<file path="config.mk">
export PLATFORM = sky130hd
export DESIGN_NAME = signed_code_arithmetic_unit_core
export DESIGN_NICKNAME = d
export VERILOG_FILES = /design/src/rtl/core/scau_pkg.sv /design/src/rtl/core/scau_div_stage.sv /design/src/rtl/core/signed_code_arithmetic_unit_core.sv
export VERILOG_INCLUDE_DIRS = /design/src /design/src/rtl/core
export SDC_FILE = /design/constraint.sdc
export NUM_CORES = 1
export LEC_CHECK = 0
export CAP_MARGIN = 10
export CORE_MARGIN = 8
export CORE_UTILIZATION = 50
export CTS_BUF_LIST = sky130_fd_sc_hd__clkbuf_4
export CTS_CLUSTER_DIAMETER = 80
export DETAILED_ROUTE_END_ITERATION = 10
export DONT_BUFFER_PORTS = 1
export PLACE_DENSITY_LB_ADDON = 0.15
export REMOVE_ABC_BUFFERS = 1
export SLEW_MARGIN = 20
export SYNTH_ARGS = -nofsm -noshare
export SYNTH_HDL_FRONTEND = slang
export SYNTH_SLANG_ARGS = --single-unit
</file>
<file path="constraint.sdc">
create_clock -name i_clk -period 26.1 [get_ports i_clk]
set_input_delay 3.915 -clock i_clk [delete_from_list [all_inputs] [get_ports i_clk]]
set_output_delay 3.915 -clock i_clk [all_outputs]
set_load 0.01 [all_outputs]
</file>
<file path="src/rtl/core/assert_macros.svh">
// ----------------------------------------------------------------------------
// Assertion macros
// Clocked assertion helpers shared by the RTL files that check themselves.
// ----------------------------------------------------------------------------
`ifndef ASSERT_MACROS_SVH
`define ASSERT_MACROS_SVH

// Plain clocked check, quiet while reset is applied.
`define SCAU_ASSERT(label, clk, rst_n, prop, msg) \
    label: assert property (@(posedge clk) disable iff (!rst_n) prop) else $error(msg);

// Same check, also evaluated during reset.
`define SCAU_ASSERT_ALWAYS(label, clk, prop, msg) \
    label: assert property (@(posedge clk) prop) else $error(msg);

`endif

</file>
<file path="src/rtl/core/scau_pkg.sv">
// ----------------------------------------------------------------------------
// Signed code arithmetic unit package
// Widths, opcodes and shared types of the signed code arithmetic unit.
// ----------------------------------------------------------------------------
package scau_pkg;

    localparam int WIDTH          = 16;
    localparam int FRACTION_BITS  = 5;
    localparam int MAG_W          = WIDTH - 1;
    localparam int HALF_W         = WIDTH / 2;
    localparam int QUOT_W         = MAG_W + FRACTION_BITS;
    localparam int DIV_STAGES     = 4;
    localparam int DIV_STEPS      = QUOT_W / DIV_STAGES;

    typedef enum logic [1:0] {
        OP_CONVERT  = 2'd0,
        OP_ADD      = 2'd1,
        OP_MULTIPLY = 2'd2,
        OP_DIVIDE   = 2'd3
    } t_opcode;

    // Partial remainder and dividend/quotient shift word of the divider.
    typedef struct packed {
        logic [MAG_W-1:0]  rem;
        logic [QUOT_W-1:0] dq;
    } t_div_state;

endpackage

</file>
<file path="src/rtl/core/scau_div_stage.sv">
// ----------------------------------------------------------------------------
// Divider stage
// Several restoring division steps followed by a pipeline register.
// ----------------------------------------------------------------------------
module scau_div_stage (
    input  logic                  i_clk,
    input  logic                  i_en,
    input  scau_pkg::t_div_state  i_state,
    input  logic [scau_pkg::MAG_W-1:0] i_divisor,
    output scau_pkg::t_div_state  o_state
);
    import scau_pkg::*;

    t_div_state r_state;
    t_div_state n_state;

    always_comb begin
        logic [MAG_W:0] rem_sh;
        n_state = i_state;
        for (int s = 0; s < DIV_STEPS; s++) begin
            rem_sh = {n_state.rem, n_state.dq[QUOT_W-1]};
            if (rem_sh >= {1'b0, i_divisor}) begin
                rem_sh = rem_sh - {1'b0, i_divisor};
                n_state.dq = {n_state.dq[QUOT_W-2:0], 1'b1};
            end else begin
                n_state.dq = {n_state.dq[QUOT_W-2:0], 1'b0};
            end
            n_state.rem = rem_sh[MAG_W-1:0];
        end
    end

    always_ff @(posedge i_clk) begin
        if (i_en) begin
            r_state <= n_state;
        end
    end

    assign o_state = r_state;

endmodule

</file>
<file path="src/rtl/core/signed_code_arithmetic_unit_core.sv">
// ----------------------------------------------------------------------------
// Signed code arithmetic unit
// Convert, add, multiply and divide on 16-bit signed numbers in three codes.
// ----------------------------------------------------------------------------
// The input channel takes one request (opcode and two operands) when i_valid
// and o_ready are both high. The result channel presents all result fields
// with o_valid and hands them over when i_ready is high as well.
// Every request yields exactly one result, in request order.
// There are six register stages: one splits the operands into sign and
// magnitude, one computes the code results and sets up the divider, and
// four stages each run five steps of the restoring divider. The first stage
// loads at the accepting edge, and the request then moves through the
// stages in order. The last divider stage is the output register.
// Throughput is one request per cycle unless stalled; the divider chain sets the depth.
// When the receiver stalls, the whole pipeline holds, and o_ready is low
// only while the output register is full and not being taken.
// A synchronous active-low reset clears all valid bits; payload registers
// are not reset.
// ----------------------------------------------------------------------------
`include "assert_macros.svh"

module signed_code_arithmetic_unit_core (
    input  logic                       i_clk,
    input  logic                       i_rst_n,
    input  logic                       i_valid,
    output logic                       o_ready,
    input  scau_pkg::t_opcode          i_opcode,
    input  logic signed [15:0]         i_operand_a,
    input  logic signed [15:0]         i_operand_b,
    output logic                       o_valid,
    input  logic                       i_ready,
    output logic [15:0]                o_direct_code,
    output logic [15:0]                o_ones_code,
    output logic [15:0]                o_twos_code,
    output logic                       o_quotient_sign,
    output logic [14:0]                o_quotient_whole,
    output logic [4:0]                 o_quotient_fraction,
    output logic                       o_overflow,
    output logic                       o_divide_by_zero
);
    import scau_pkg::*;

    // Fields that ride alongside the divider unchanged.
    typedef struct packed {
        logic              is_div;
        logic [WIDTH-1:0]  dir;
        logic [WIDTH-1:0]  one;
        logic [WIDTH-1:0]  two;
        logic              qs;
        logic              ovf;
        logic              dz;
        logic [MAG_W-1:0]  divisor;
    } t_carry;

    // The pipeline advances as a whole whenever the output can move on.
    logic advance;
    assign advance = !o_valid || i_ready;
    assign o_ready = advance;

    // ---------------- Stage 1: sign and magnitude split ----------------
    logic              r_s1_valid;
    t_opcode           r_s1_op;
    logic              r_s1_na, r_s1_nb;
    logic [MAG_W-1:0]  r_s1_ma, r_s1_mb;
    logic [WIDTH-1:0]  n_neg_a, n_neg_b;

    assign n_neg_a = -i_operand_a;
    assign n_neg_b = -i_operand_b;

    always_ff @(posedge i_clk) begin
        if (!i_rst_n) begin
            r_s1_valid <= 1'b0;
        end else if (advance) begin
            r_s1_valid <= i_valid;
        end
    end

    always_ff @(posedge i_clk) begin
        if (advance) begin
            r_s1_op <= i_opcode;
            r_s1_na <= i_operand_a[WIDTH-1];
            r_s1_nb <= i_operand_b[WIDTH-1];
            r_s1_ma <= i_operand_a[WIDTH-1] ? n_neg_a[MAG_W-1:0] : i_operand_a[MAG_W-1:0];
            r_s1_mb <= i_operand_b[WIDTH-1] ? n_neg_b[MAG_W-1:0] : i_operand_b[MAG_W-1:0];
        end
    end

    // ---------------- Stage 2: code results and divider setup ----------------
    function automatic logic [WIDTH-1:0] twos_of(input logic neg, input logic [MAG_W-1:0] mag);
        logic [MAG_W-1:0] inv;
        inv = ~mag + 1'b1;
        return neg ? {1'b1, inv} : {1'b0, mag};
    endfunction

    t_carry            n_carry;
    t_div_state        n_div;

    always_comb begin
        logic [WIDTH-1:0] ta, tb, sum, prod;
        logic [MAG_W-1:0] low_m1;
        logic             pneg;
        n_carry         = '0;
        n_carry.divisor = r_s1_mb;
        n_div.rem       = '0;
        n_div.dq        = {r_s1_ma, {FRACTION_BITS{1'b0}}};
        ta   = twos_of(r_s1_na, r_s1_ma);
        tb   = twos_of(r_s1_nb, r_s1_mb);
        sum  = ta + tb;
        prod = {{(WIDTH-HALF_W){1'b0}}, r_s1_ma[HALF_W-1:0]}
             * {{(WIDTH-HALF_W){1'b0}}, r_s1_mb[HALF_W-1:0]};
        pneg = (r_s1_na != r_s1_nb) && (r_s1_ma != '0) && (r_s1_mb != '0);
        low_m1 = sum[MAG_W-1:0] - 1'b1;
        case (r_s1_op)
            OP_CONVERT: begin
                n_carry.dir = {r_s1_na, r_s1_ma};
                n_carry.one = r_s1_na ? {1'b1, ~r_s1_ma} : {1'b0, r_s1_ma};
                n_carry.two = ta;
            end
            OP_ADD: begin
                n_carry.two = sum;
                n_carry.ovf = (ta[WIDTH-1] == tb[WIDTH-1]) && (sum[WIDTH-1] != ta[WIDTH-1]);
                if (!sum[WIDTH-1]) begin
                    n_carry.dir = sum;
                    n_carry.one = sum;
                end else begin
                    // Negative sum: step back to ones' complement, then invert.
                    n_carry.one = {1'b1, low_m1};
                    n_carry.dir = {1'b1, ~low_m1};
                end
            end
            OP_MULTIPLY: begin
                n_carry.ovf = prod[WIDTH-1];
                n_carry.dir = {pneg, prod[MAG_W-1:0]};
                n_carry.one = pneg ? {1'b1, ~prod[MAG_W-1:0]} : {1'b0, prod[MAG_W-1:0]};
                n_carry.two = twos_of(pneg, prod[MAG_W-1:0]);
            end
            OP_DIVIDE: begin
                n_carry.is_div = 1'b1;
                n_carry.dz     = (r_s1_mb == '0);
                // A zero dividend gives an all-zero quotient with no sign.
                n_carry.qs     = (r_s1_mb != '0) && (r_s1_ma != '0) && (r_s1_na != r_s1_nb);
            end
            default: begin
                n_carry = '0;
            end
        endcase
    end

    // Index 0 is stage 2, indexes 1..DIV_STAGES follow each divider stage.
    logic       r_valid [0:DIV_STAGES];
    t_carry     r_carry [0:DIV_STAGES];
    t_div_state r_div0;
    t_div_state w_div   [1:DIV_STAGES];

    always_ff @(posedge i_clk) begin
        if (!i_rst_n) begin
            for (int k = 0; k <= DIV_STAGES; k++) begin
                r_valid[k] <= 1'b0;
            end
        end else if (advance) begin
            r_valid[0] <= r_s1_valid;
            for (int k = 1; k <= DIV_STAGES; k++) begin
                r_valid[k] <= r_valid[k-1];
            end
        end
    end

    always_ff @(posedge i_clk) begin
        if (advance) begin
            r_carry[0] <= n_carry;
            r_div0     <= n_div;
            for (int k = 1; k <= DIV_STAGES; k++) begin
                r_carry[k] <= r_carry[k-1];
            end
        end
    end

    // ---------------- Stages 3..6: restoring divider ----------------
    scau_div_stage u_div_first (
        .i_clk     (i_clk),
        .i_en      (advance),
        .i_state   (r_div0),
        .i_divisor (r_carry[0].divisor),
        .o_state   (w_div[1])
    );

    for (genvar g = 2; g <= DIV_STAGES; g++) begin : g_div
        scau_div_stage u_div (
            .i_clk     (i_clk),
            .i_en      (advance),
            .i_state   (w_div[g-1]),
            .i_divisor (r_carry[g-1].divisor),
            .o_state   (w_div[g])
        );
    end

    // ---------------- Outputs ----------------
    t_carry           w_out;
    logic             w_q_ok;
    assign w_out  = r_carry[DIV_STAGES];
    assign w_q_ok = w_out.is_div && !w_out.dz;

    assign o_valid             = r_valid[DIV_STAGES];
    assign o_direct_code       = w_out.dir;
    assign o_ones_code         = w_out.one;
    assign o_twos_code         = w_out.two;
    assign o_quotient_sign     = w_out.qs;
    assign o_quotient_whole    = w_q_ok ? w_div[DIV_STAGES].dq[QUOT_W-1:FRACTION_BITS] : '0;
    assign o_quotient_fraction = w_q_ok ? w_div[DIV_STAGES].dq[FRACTION_BITS-1:0] : '0;
    assign o_overflow          = w_out.ovf;
    assign o_divide_by_zero    = w_out.dz;

    // ---------------- Checks ----------------
    `SCAU_ASSERT(a_dz_clears_quotient, i_clk, i_rst_n,
        o_valid && o_divide_by_zero |-> o_quotient_whole == '0
            && o_quotient_fraction == '0 && !o_quotient_sign,
        "zero divisor left quotient bits set")
    `SCAU_ASSERT(a_flags_exclusive, i_clk, i_rst_n,
        o_valid |-> !(o_overflow && o_divide_by_zero), "overflow and divide by zero both raised")
    `SCAU_ASSERT(a_pipe_moves, i_clk, i_rst_n,
        r_valid[DIV_STAGES-1] && advance |=> o_valid, "request lost between last stages")
    `SCAU_ASSERT(a_stall_holds, i_clk, i_rst_n,
        r_s1_valid && !advance |=> r_s1_valid, "stalled first stage dropped its request")

endmodule

</file>
* Word level (Yosys, flattened, before mapping) *
Memory sizes are Yosys's and may differ from the RTL's.
Cells that the tools add are included.

cells by class
  $add $sub $neg = 26
  multiply operators = 1
  div/mod/pow operators = 0
  $lt $le $gt $ge = 20
  equal/unequal tests = 6
  shift operators = 0
  mux-type cells = 64
  bitwise logic cells = 9
  reduce and logical (&&, ||, !) cells = 13

operators by type and width
  cell                                                number
  2-to-1 mux 15 bit                                   22
  >= comparator 16 x 15 -> 1 bit                      19
  subtractor 15 bit                                   18
  one-hot mux 48 bit (3 select lines)                 1
  2-to-1 mux 16 bit                                   5
  inverter 15 bit                                     4
  adder 15 x 1 -> 15 bit, second input constant       3
  2-to-1 mux 1 bit                                    33
  2-to-1 mux 32 bit                                   1
  negation 15 bit                                     2
  nonzero test 15 bit                                 2
  adder 16 bit                                        1
  multiplier 8 x 8 -> 16 bit                          1
  >= comparator 1 x 15 -> 1 bit                       1
  logical NOT 15 bit                                  1
  subtractor 1 x 15 -> 15 bit                         1
  subtractor 15 x 1 -> 15 bit, second input constant  1
  logical AND 1 bit                                   6
  2-to-1 mux 5 bit                                    1
  OR 1 bit                                            5
  == test 2 bit, second input constant                2
  == test 2 x 1 -> 1 bit, second input constant       1
  logical NOT 1 bit                                   2
  logical NOT 2 bit                                   1
  other kinds (4)                                     5

storage, ports and cells
  register bits after elaboration = 175
  latch bits = 0
  RAM bits = 340
  memory bits (read-only) = 0
  bits of input ports = 38
  output and inout port bits = 73
  word-level logic and storage cells = 155
  memories = 2

memory list
  name     words  width  rd ports  clocked after memory_dff  write ports  line                                     RTL
  r_carry  5      67     5         0                         5            signed_code_arithmetic_unit_core.sv:151  t_carry r_carry [0:DIV_STAGES];
  r_valid  5      1      5         0                         5            signed_code_arithmetic_unit_core.sv:150  logic r_valid [0:DIV_STAGES];

* Logic depth before layout (Yosys ltp) *
Gate-level depths: netlist of run 1.
An unclocked memory read counts as a cell.

  depth after elaboration = 11
  depth in mapped cells = 64
  mapped depth without buffers = 57

* By module *
A second synthesis of run 1 with hierarchy kept.

unflattened totals
  cells, all modules = 4029
  area total of the unflattened synthesis = 39868.2 µm²

modules (own cells, without submodules)
  module                            times used  cells each  area each (µm²)  seq. area each (µm²)
  signed_code_arithmetic_unit_core  1           1326        17693.2          10800.4
  scau_div_stage at g_div[3].u_div  1           682         5584.1           1051.0
  scau_div_stage at g_div[4].u_div  1           680         5550.3           1051.0
  scau_div_stage at u_div_first     1           681         5550.3           1051.0
  scau_div_stage at g_div[2].u_div  1           660         5490.3           1051.0

* Worst setup path after synthesis of run 1 *
Ideal clock, no wire load.

  path type = input -> output
  from = input i_ready
  to = output o_ready
  arrival = 16731 ps
  slack = 5454 ps
  cell stages on the path = 2
  buffers on the path = 1
  cell sequence = nand2b_1 > clkbuf_1

on the way
  word-level cells in the longest chain between the ends = 1

ends and longest elaborated chain
  what              line                                    RTL
  from (decl)       signed_code_arithmetic_unit_core.sv:31  input logic i_ready,
  logical OR 1 bit  signed_code_arithmetic_unit_core.sv:57  assign advance = !o_valid || i_ready;
  to (decl)         signed_code_arithmetic_unit_core.sv:26  output logic o_ready,

Every way passes these cells.

==> impl_metrics.py, run 1 <==
metrics = {
    "outcome": {
        "run_status": "completed",
    },
    "floorplan": {
        "initial_core_util_pct": 50.25,
        "die_w_um": 286.3,
        "core-area_um2": 72710,
        "die_height_um": 286.3,
        "fp-row-count": 99,
        "pin_count": 111,
        "dieArea_um2": 81980,
    },
    "clock_network": {
        "postCtsSetupRepairBufs": 0,
        "cts_resized": 0,
        "cts_tree": "yes",
        "cts_hold_buf": 0,
        "clk_pin_slew_ns": 0.06,
        "cts_root_buffer": "clkbuf_4",
        "cts.path.max_buffers": 3,
        "clock-sinks": 470,
        "h-tree-depth": 4,
        "cts_buffers": 130,
        "worstSkewPairLatency_ns": 0.95,
    },
    "route": {
        "drt_wl_total_um": 97870,
        "highest_layer": "met5",
        "post_drt_wl_per_cell_um": 21.01,
        "met3WireLength_um": 5439,
        "met1_length_um": 42540,
        "first_pass_iters": 7,
        "num_vias": 27883,
        "vias_per_cell": 5.985,
        "drtIter0Drc": 2186,
        "dr_wl_met2_um": 46300,
        "route.detailed.drc": 0,
        "postRouteAntennaNets": 0,
    },
    "worst_setup_path": {
        "cp.arrival_ns": 16.20,
        "cp_slowest_stage_delay_ns": 0.89,
        "crit_fanout": 24,
        "crit_path_end_kind": "flip-flop",
        "worstSetupPathType": "flip-flop to flip-flop",
        "slowest_stage": "o22ai_2",
        "critPathTopFamily": "compound AO/OA/AOI/OAI gates",
        "crit_path_frequent_cell": "a21oi_1",
        "cp.required_ns": 26.63,
        "rrSetupSlack_ns": 10.42,
        "crit_buf_inv": 3,
        "cp-start-kind": "flip-flop",
    },
    "synthesis": {
        "ys_top_cells_by_count": "edfxtp_1, ha_1, nor2_1, inv_1, nand2_1",
        "synth_warnings": 0,
        "synth.largest_area_cell": "edfxtp_1",
        "synth.most_common_cell": "edfxtp_1",
        "synth_top_area_share_pct": 38.55,
        "syn-instance-count": 3599,
        "yosys-top-cells-area": "edfxtp_1, ha_1, xnor2_1, fa_1, nor2_1",
        "synth_seq_area_share_pct": 38.60,
        "syn_avg_cell_area_um2": 10.15,
        "synthDistinctLibCells": 105,
        "ys_async_sr_fraction_pct": 0,
        "yosys_register_bits": 470,
        "syn_area_um2": 36540,
        "synth_edf_count": 469,
        "synth_flop_cell": "edfxtp_1",
    },
    "cells_and_area": {
        "synthToLayoutAreaGrowth_pct": 6.089,
        "final_net_count": 4037,
        "drive_gt1_share_pct": 10.42,
    },
    "job": {
        "maxCapViolCount": 0,
    },
    "sta": {
        "tns_ns": 0,
        "setup_viol": 0,
        "drv_slew": 0,
        "worst_hold_slack_ns": 0.3796,
        "period_share_pct": 60.06,
        "finalCriticalPeriod_ns": 15.68,
        "rsz0062_at_grt": "false",
        "timing.fmax_ghz": 0.06379,
        "final_hold_viol_count": 0,
        "skew_ns": 0.07694,
        "slew_headroom_pct": 25.34,
        "worst_pin_slew_ns": 1.120,
        "fin_ws_ns": 10.42,
    },
    "global_route": {
        "gr-total-overflow": 0,
        "grt.total_usage_pct": 23.26,
        "grt_max_degree": 168,
        "grt_pass1_vias": 27766,
        "grt_pass1_wl_um": 151600,
        "antenna_found_initial": 4,
    },
    "placed_design": {
        "io_buffers": 0,
        "gp_congestion": 0.9317,
        "dp_hpwl_um": 73230,
        "dp_slack_ns": 10.65,
    },
    "min_path": {
        "hold_path.class": "flip-flop to flip-flop",
    },
}
[flip-flops by register name (all words and copies together) (netlist names)]
register,cells
r_carry,305
g_div.u_div.o_state,80
u_div_first.o_state,30
r_div0,15
r_s1_ma,15
r_s1_mb,15
r_valid,5
r_s1_op,2
r_s1_na,1
r_s1_nb,1
r_s1_valid,1
[routing by layer]
| layer | vias up | global-route usage (%) |
|---|---|---|
| met5 | - | 0 |
| met4 | 2 | 9.834 |
| met3 | 204 | 4.041 |
| met2 | 961 | 38.68 |
| met1 | 13372 | 29.80 |
| li1 | 13344 | - |
[worst paths after layout]
| kind | startpoint | end | cells past startpoint |
|---|---|---|---|
| setup / recovery | r_carry[0][135] | g_div[3].u_div.o_state[34] | 49 |
| hold / removal | g_div[3].u_div.o_state[0] | g_div[4].u_div.o_state[5] | 0 |
| setup reg to reg | r_carry[0][135] | g_div[3].u_div.o_state[34] | 49 |
| hold reg to reg | g_div[3].u_div.o_state[0] | g_div[4].u_div.o_state[5] | 0 |
[cell families (layout without fill, tap and decap cells)]
kind of cell / count (synthesis) / in the layout / synth area share (%)
other: 0 / 5 / 0
xor gates and xnor gates: 312 / 312 / 7.500
DFF: 470 / 470 / 38.60
AOI/OAI and AO/OA: 853 / 853 / 16.27
adders and majority gates: 395 / 395 / 14.60
muxes: 136 / 136 / 4.130
buffers and inverters: 409 / 505 / 4.835
and+or+nand+nor: 1024 / 1024 / 14.07
[layout make-up]
| cell class | count | area [um^2] |
|---|---|---|
| inverters | 268 | 1006 |
| clock inverters | 49 | 311.5 |
| multi-input cells | 2720 | 20700 |
| flip-flops and latches | 470 | 14100 |
| repair buffers | 14 | 117.6 |
| well taps | 959 | 1200 |
| fillers | 6475 | 33950 |
| diodes | 5 | 12.51 |
| clock buffers | 174 | 1306 |
[cells in the final DEF (no fill, tap or decap), types with 15 or more instances in the layout]
cell	synthesis	layout
o21bai_1	26	26
and3_1	35	35
nand3_1	49	49
inv_1	261	261
nor3_1	74	74
a222oi_1	36	36
or2_2	15	15
fa_1	52	52
nand2_1	235	235
edfxtp_1	469	469
o21a_1	36	36
a21o_1	83	83
mux2_2	85	85
nand4_1	39	39
a211oi_1	27	27
a221o_1	15	15
mux2i_1	42	42
o211ai_1	17	17
nor4_1	19	19
a21oi_1	193	193
and2_1	85	85
or3_1	52	52
a31oi_1	31	31
xor2_1	103	103
o21ai_0	179	179
xnor2_1	208	208
nand2b_1	45	44
nor2b_1	54	52
ha_1	343	342
a21boi_0	20	20
nor2_1	266	266
o31ai_1	39	39
clkinv_1	1	30
clkbuf_4	0	174
[metrics by stage]
| stage | util, % | cells | area, um^2 |
|---|---|---|---|
| 2_1_floorplan | - | 3458 | 35780 |
| 5_1_grt | 53.31 | 4659 | 38760 |
| 4_1_cts | 53.29 | 4654 | 38750 |
| 3_5_place_dp | 51.07 | 4431 | 37130 |
| 6_report | 53.31 | 4659 | 38760 |
| 3_3_place_gp | 51.05 | 4431 | 37120 |
Power of run 1 is not shown: default switching activity piles up to over one toggle a cycle in this logic, so the estimate is an artifact.
==> inputs of run 2 (changes only) <==
--- a/config.mk
+++ b/config.mk
@@ -6,6 +6,7 @@
 export SDC_FILE = /design/constraint.sdc
 export NUM_CORES = 1
 export LEC_CHECK = 0
+export ABC_AREA = 1
 export CAP_MARGIN = 10
 export CORE_MARGIN = 8
 export CORE_UTILIZATION = 50
==> constraint.sdc (replaced) <==
create_clock -name i_clk -period 12.8 [get_ports i_clk]
set_input_delay 1.92 -clock i_clk [delete_from_list [all_inputs] [get_ports i_clk]]
set_output_delay 1.92 -clock i_clk [all_outputs]
set_load 0.01 [all_outputs]
==> impl_metrics.py, run 2 <==
metrics = {
    "outcome": {
        "run_status": "completed",
    },
    "clock_network": {
        "worstSkewPairLatency_ns": 0.90,
        "clock-sinks": 470,
        "cts_root_buffer": "clkbuf_4",
        "cts_tree": "yes",
        "cts.path.max_buffers": 3,
        "cts_hold_buf": 0,
        "h-tree-depth": 3,
        "clk_pin_slew_ns": 0.08,
        "cts_buffers": 120,
    },
    "sta": {
        "period_share_pct": 91.20,
        "rsz0062_at_grt": "false",
        "timing.fmax_ghz": 0.08566,
        "drv_slew": 0,
        "worst_pin_slew_ns": 1.030,
        "slew_headroom_pct": 31.35,
        "final_hold_viol_count": 0,
        "setup_viol": 0,
        "finalCriticalPeriod_ns": 11.67,
        "skew_ns": 0.06792,
    },
    "synthesis": {
        "syn_area_um2": 37220,
        "syn_avg_cell_area_um2": 8.289,
        "synth_flop_cell": "edfxtp_1",
        "syn-instance-count": 4490,
        "synth_seq_area_share_pct": 37.90,
        "synth_warnings": 0,
        "synth.largest_area_cell": "edfxtp_1",
        "synth.most_common_cell": "nand2_1",
        "synthDistinctLibCells": 68,
        "synth_edf_count": 469,
        "ys_top_cells_by_count": "nand2_1, inv_1, edfxtp_1, a21oi_1, ha_1",
        "ys_async_sr_fraction_pct": 0,
        "yosys-top-cells-area": "edfxtp_1, ha_1, nand2_1, inv_1, a21oi_1",
        "synth_top_area_share_pct": 37.84,
        "yosys_register_bits": 470,
    },
    "global_route": {
        "grt_pass1_wl_um": 149600,
        "grt_pass1_vias": 28467,
        "gr-total-overflow": 0,
        "grt.total_usage_pct": 22.34,
        "antenna_found_initial": 3,
        "grt_max_degree": 86,
    },
    "worst_setup_path": {
        "crit_buf_inv": 5,
        "critPathTopFamily": "compound AO/OA/AOI/OAI gates",
        "crit_path_end_kind": "flip-flop",
        "crit_path_frequent_cell": "nand2_1",
        "slowest_stage": "edfxtp_1",
        "cp-start-kind": "flip-flop",
        "crit_fanout": 22,
        "worstSetupPathType": "flip-flop to flip-flop",
        "cp.arrival_ns": 12.27,
        "cp_slowest_stage_delay_ns": 0.63,
        "cp.required_ns": 13.40,
    },
    "cells_and_area": {
        "drive_gt1_share_pct": 6.553,
        "largest_register_ff_count": 305,
        "fin_cells": 5564,
        "synthToLayoutAreaGrowth_pct": 5.675,
        "top_register": "r_carry",
        "fillers": 7075,
        "final_common_cell": "nand2_1",
        "final_cell_mix": "nand2_1, inv_1, edfxtp_1, a21oi_1, ha_1",
        "final_net_count": 4929,
    },
    "placed_design": {
        "io_buffers": 0,
        "dp_hpwl_um": 74030,
        "place_inst": 5343,
        "gp_congestion": 0.9337,
    },
    "floorplan": {
        "core-area_um2": 74070,
        "initial_core_util_pct": 50.24,
        "die_height_um": 288.8,
        "dieArea_um2": 83420,
        "fp-row-count": 100,
        "pin_count": 111,
        "die_w_um": 288.8,
    },
    "job": {
        "maxCapViolCount": 0,
    },
    "route": {
        "route.detailed.drc": 0,
        "post_drt_wl_per_cell_um": 17.06,
        "postRouteAntennaNets": 0,
        "drtIter0Drc": 2117,
        "vias_per_cell": 5.346,
        "first_pass_iters": 6,
        "drt_wl_total_um": 94920,
        "num_vias": 29744,
    },
    "min_path": {
        "hold_path.class": "flip-flop to flip-flop",
    },
}
[run 2: metal layers]
| metal | track usage [%] | share of wire, % |
|---|---|---|
| met1 | 29.45 | 45 |
| met2 | 37.52 | 47 |
| met3 | 3.536 | 5.2 |
| met4 | 7.117 | 2.7 |
| met5 | 0 | 0 |
[run 2: layout make-up]
type                       instances  area (um^2)  share of cell area [%]
sequential                       470        14100                   35.86
antenna                            2        5.005                 0.01273
multi-input combinational       3240        19870                   50.52
clock buffer                     168         1261                   3.207
tap                              969         1212                   3.083
clock inverter                    51        302.8                  0.7699
timing repair buffer              19        142.6                  0.3627
inverter                         645         2432                   6.185
[run 2: worst reg2reg max path: cells and delay by family (launching register included)]
family | cells | cell delay [ns]
AO/OA/AOI/OAI | 20 | 3.99
adder cells (fa/ha/maj) | 5 | 2.07
buffers and inverters | 5 | 1.09
flip-flops | 1 | 0.63
AND/OR/NAND/NOR | 24 | 3.65
[run 2: path summary, 6_finish.rpt]
path | depth (start not counted) | endpoint | slack, ns | startpoint
setup / recovery | 54 | g_div[2].u_div.o_state[20] | 1.13 | r_carry[0][68]
hold / removal | 0 | g_div[4].u_div.o_state[8] | 0.39 | g_div[3].u_div.o_state[3]
setup reg to reg | 54 | g_div[2].u_div.o_state[20] | 1.13 | r_carry[0][68]
hold reg to reg | 0 | g_div[4].u_div.o_state[8] | 0.39 | g_div[3].u_div.o_state[3]
[run 2: through the flow]
| step | util (%) | TNS [ns] | setup WS (ns) | area [um^2] | hold slack (ns) |
|---|---|---|---|---|---|
| after detailed placement | 50.96 | 0 | 0.8423 | 37750 | 0.4045 |
| after CTS | 53.08 | 0 | 0.7820 | 39310 | 0.3935 |
| after global placement | 50.96 | 0 | 0.8953 | 37750 | 0.4005 |
| after global routing | 53.09 | 0 | 0.08902 | 39330 | 0.4071 |
| after floorplan | - | -61.42 | -0.9457 | 36390 | 0.4003 |
| final | 53.09 | 0 | 1.127 | 39330 | 0.3940 |
[run 2: kinds of logic after synthesis]
family | share of synthesized area, %
compound gates | 12.42
xor+xnor | 6.778
fa+ha+maj | 14.33
buf+inv | 8.751
flops | 37.90
simple gates | 19.83
[run 2: what timing repair did]
item                                    CTS  global route
endpoints found under the setup margin    0            28
setup buffers                             0             0
resized for setup                         0             3
Power of run 2 is left out for the same reason.
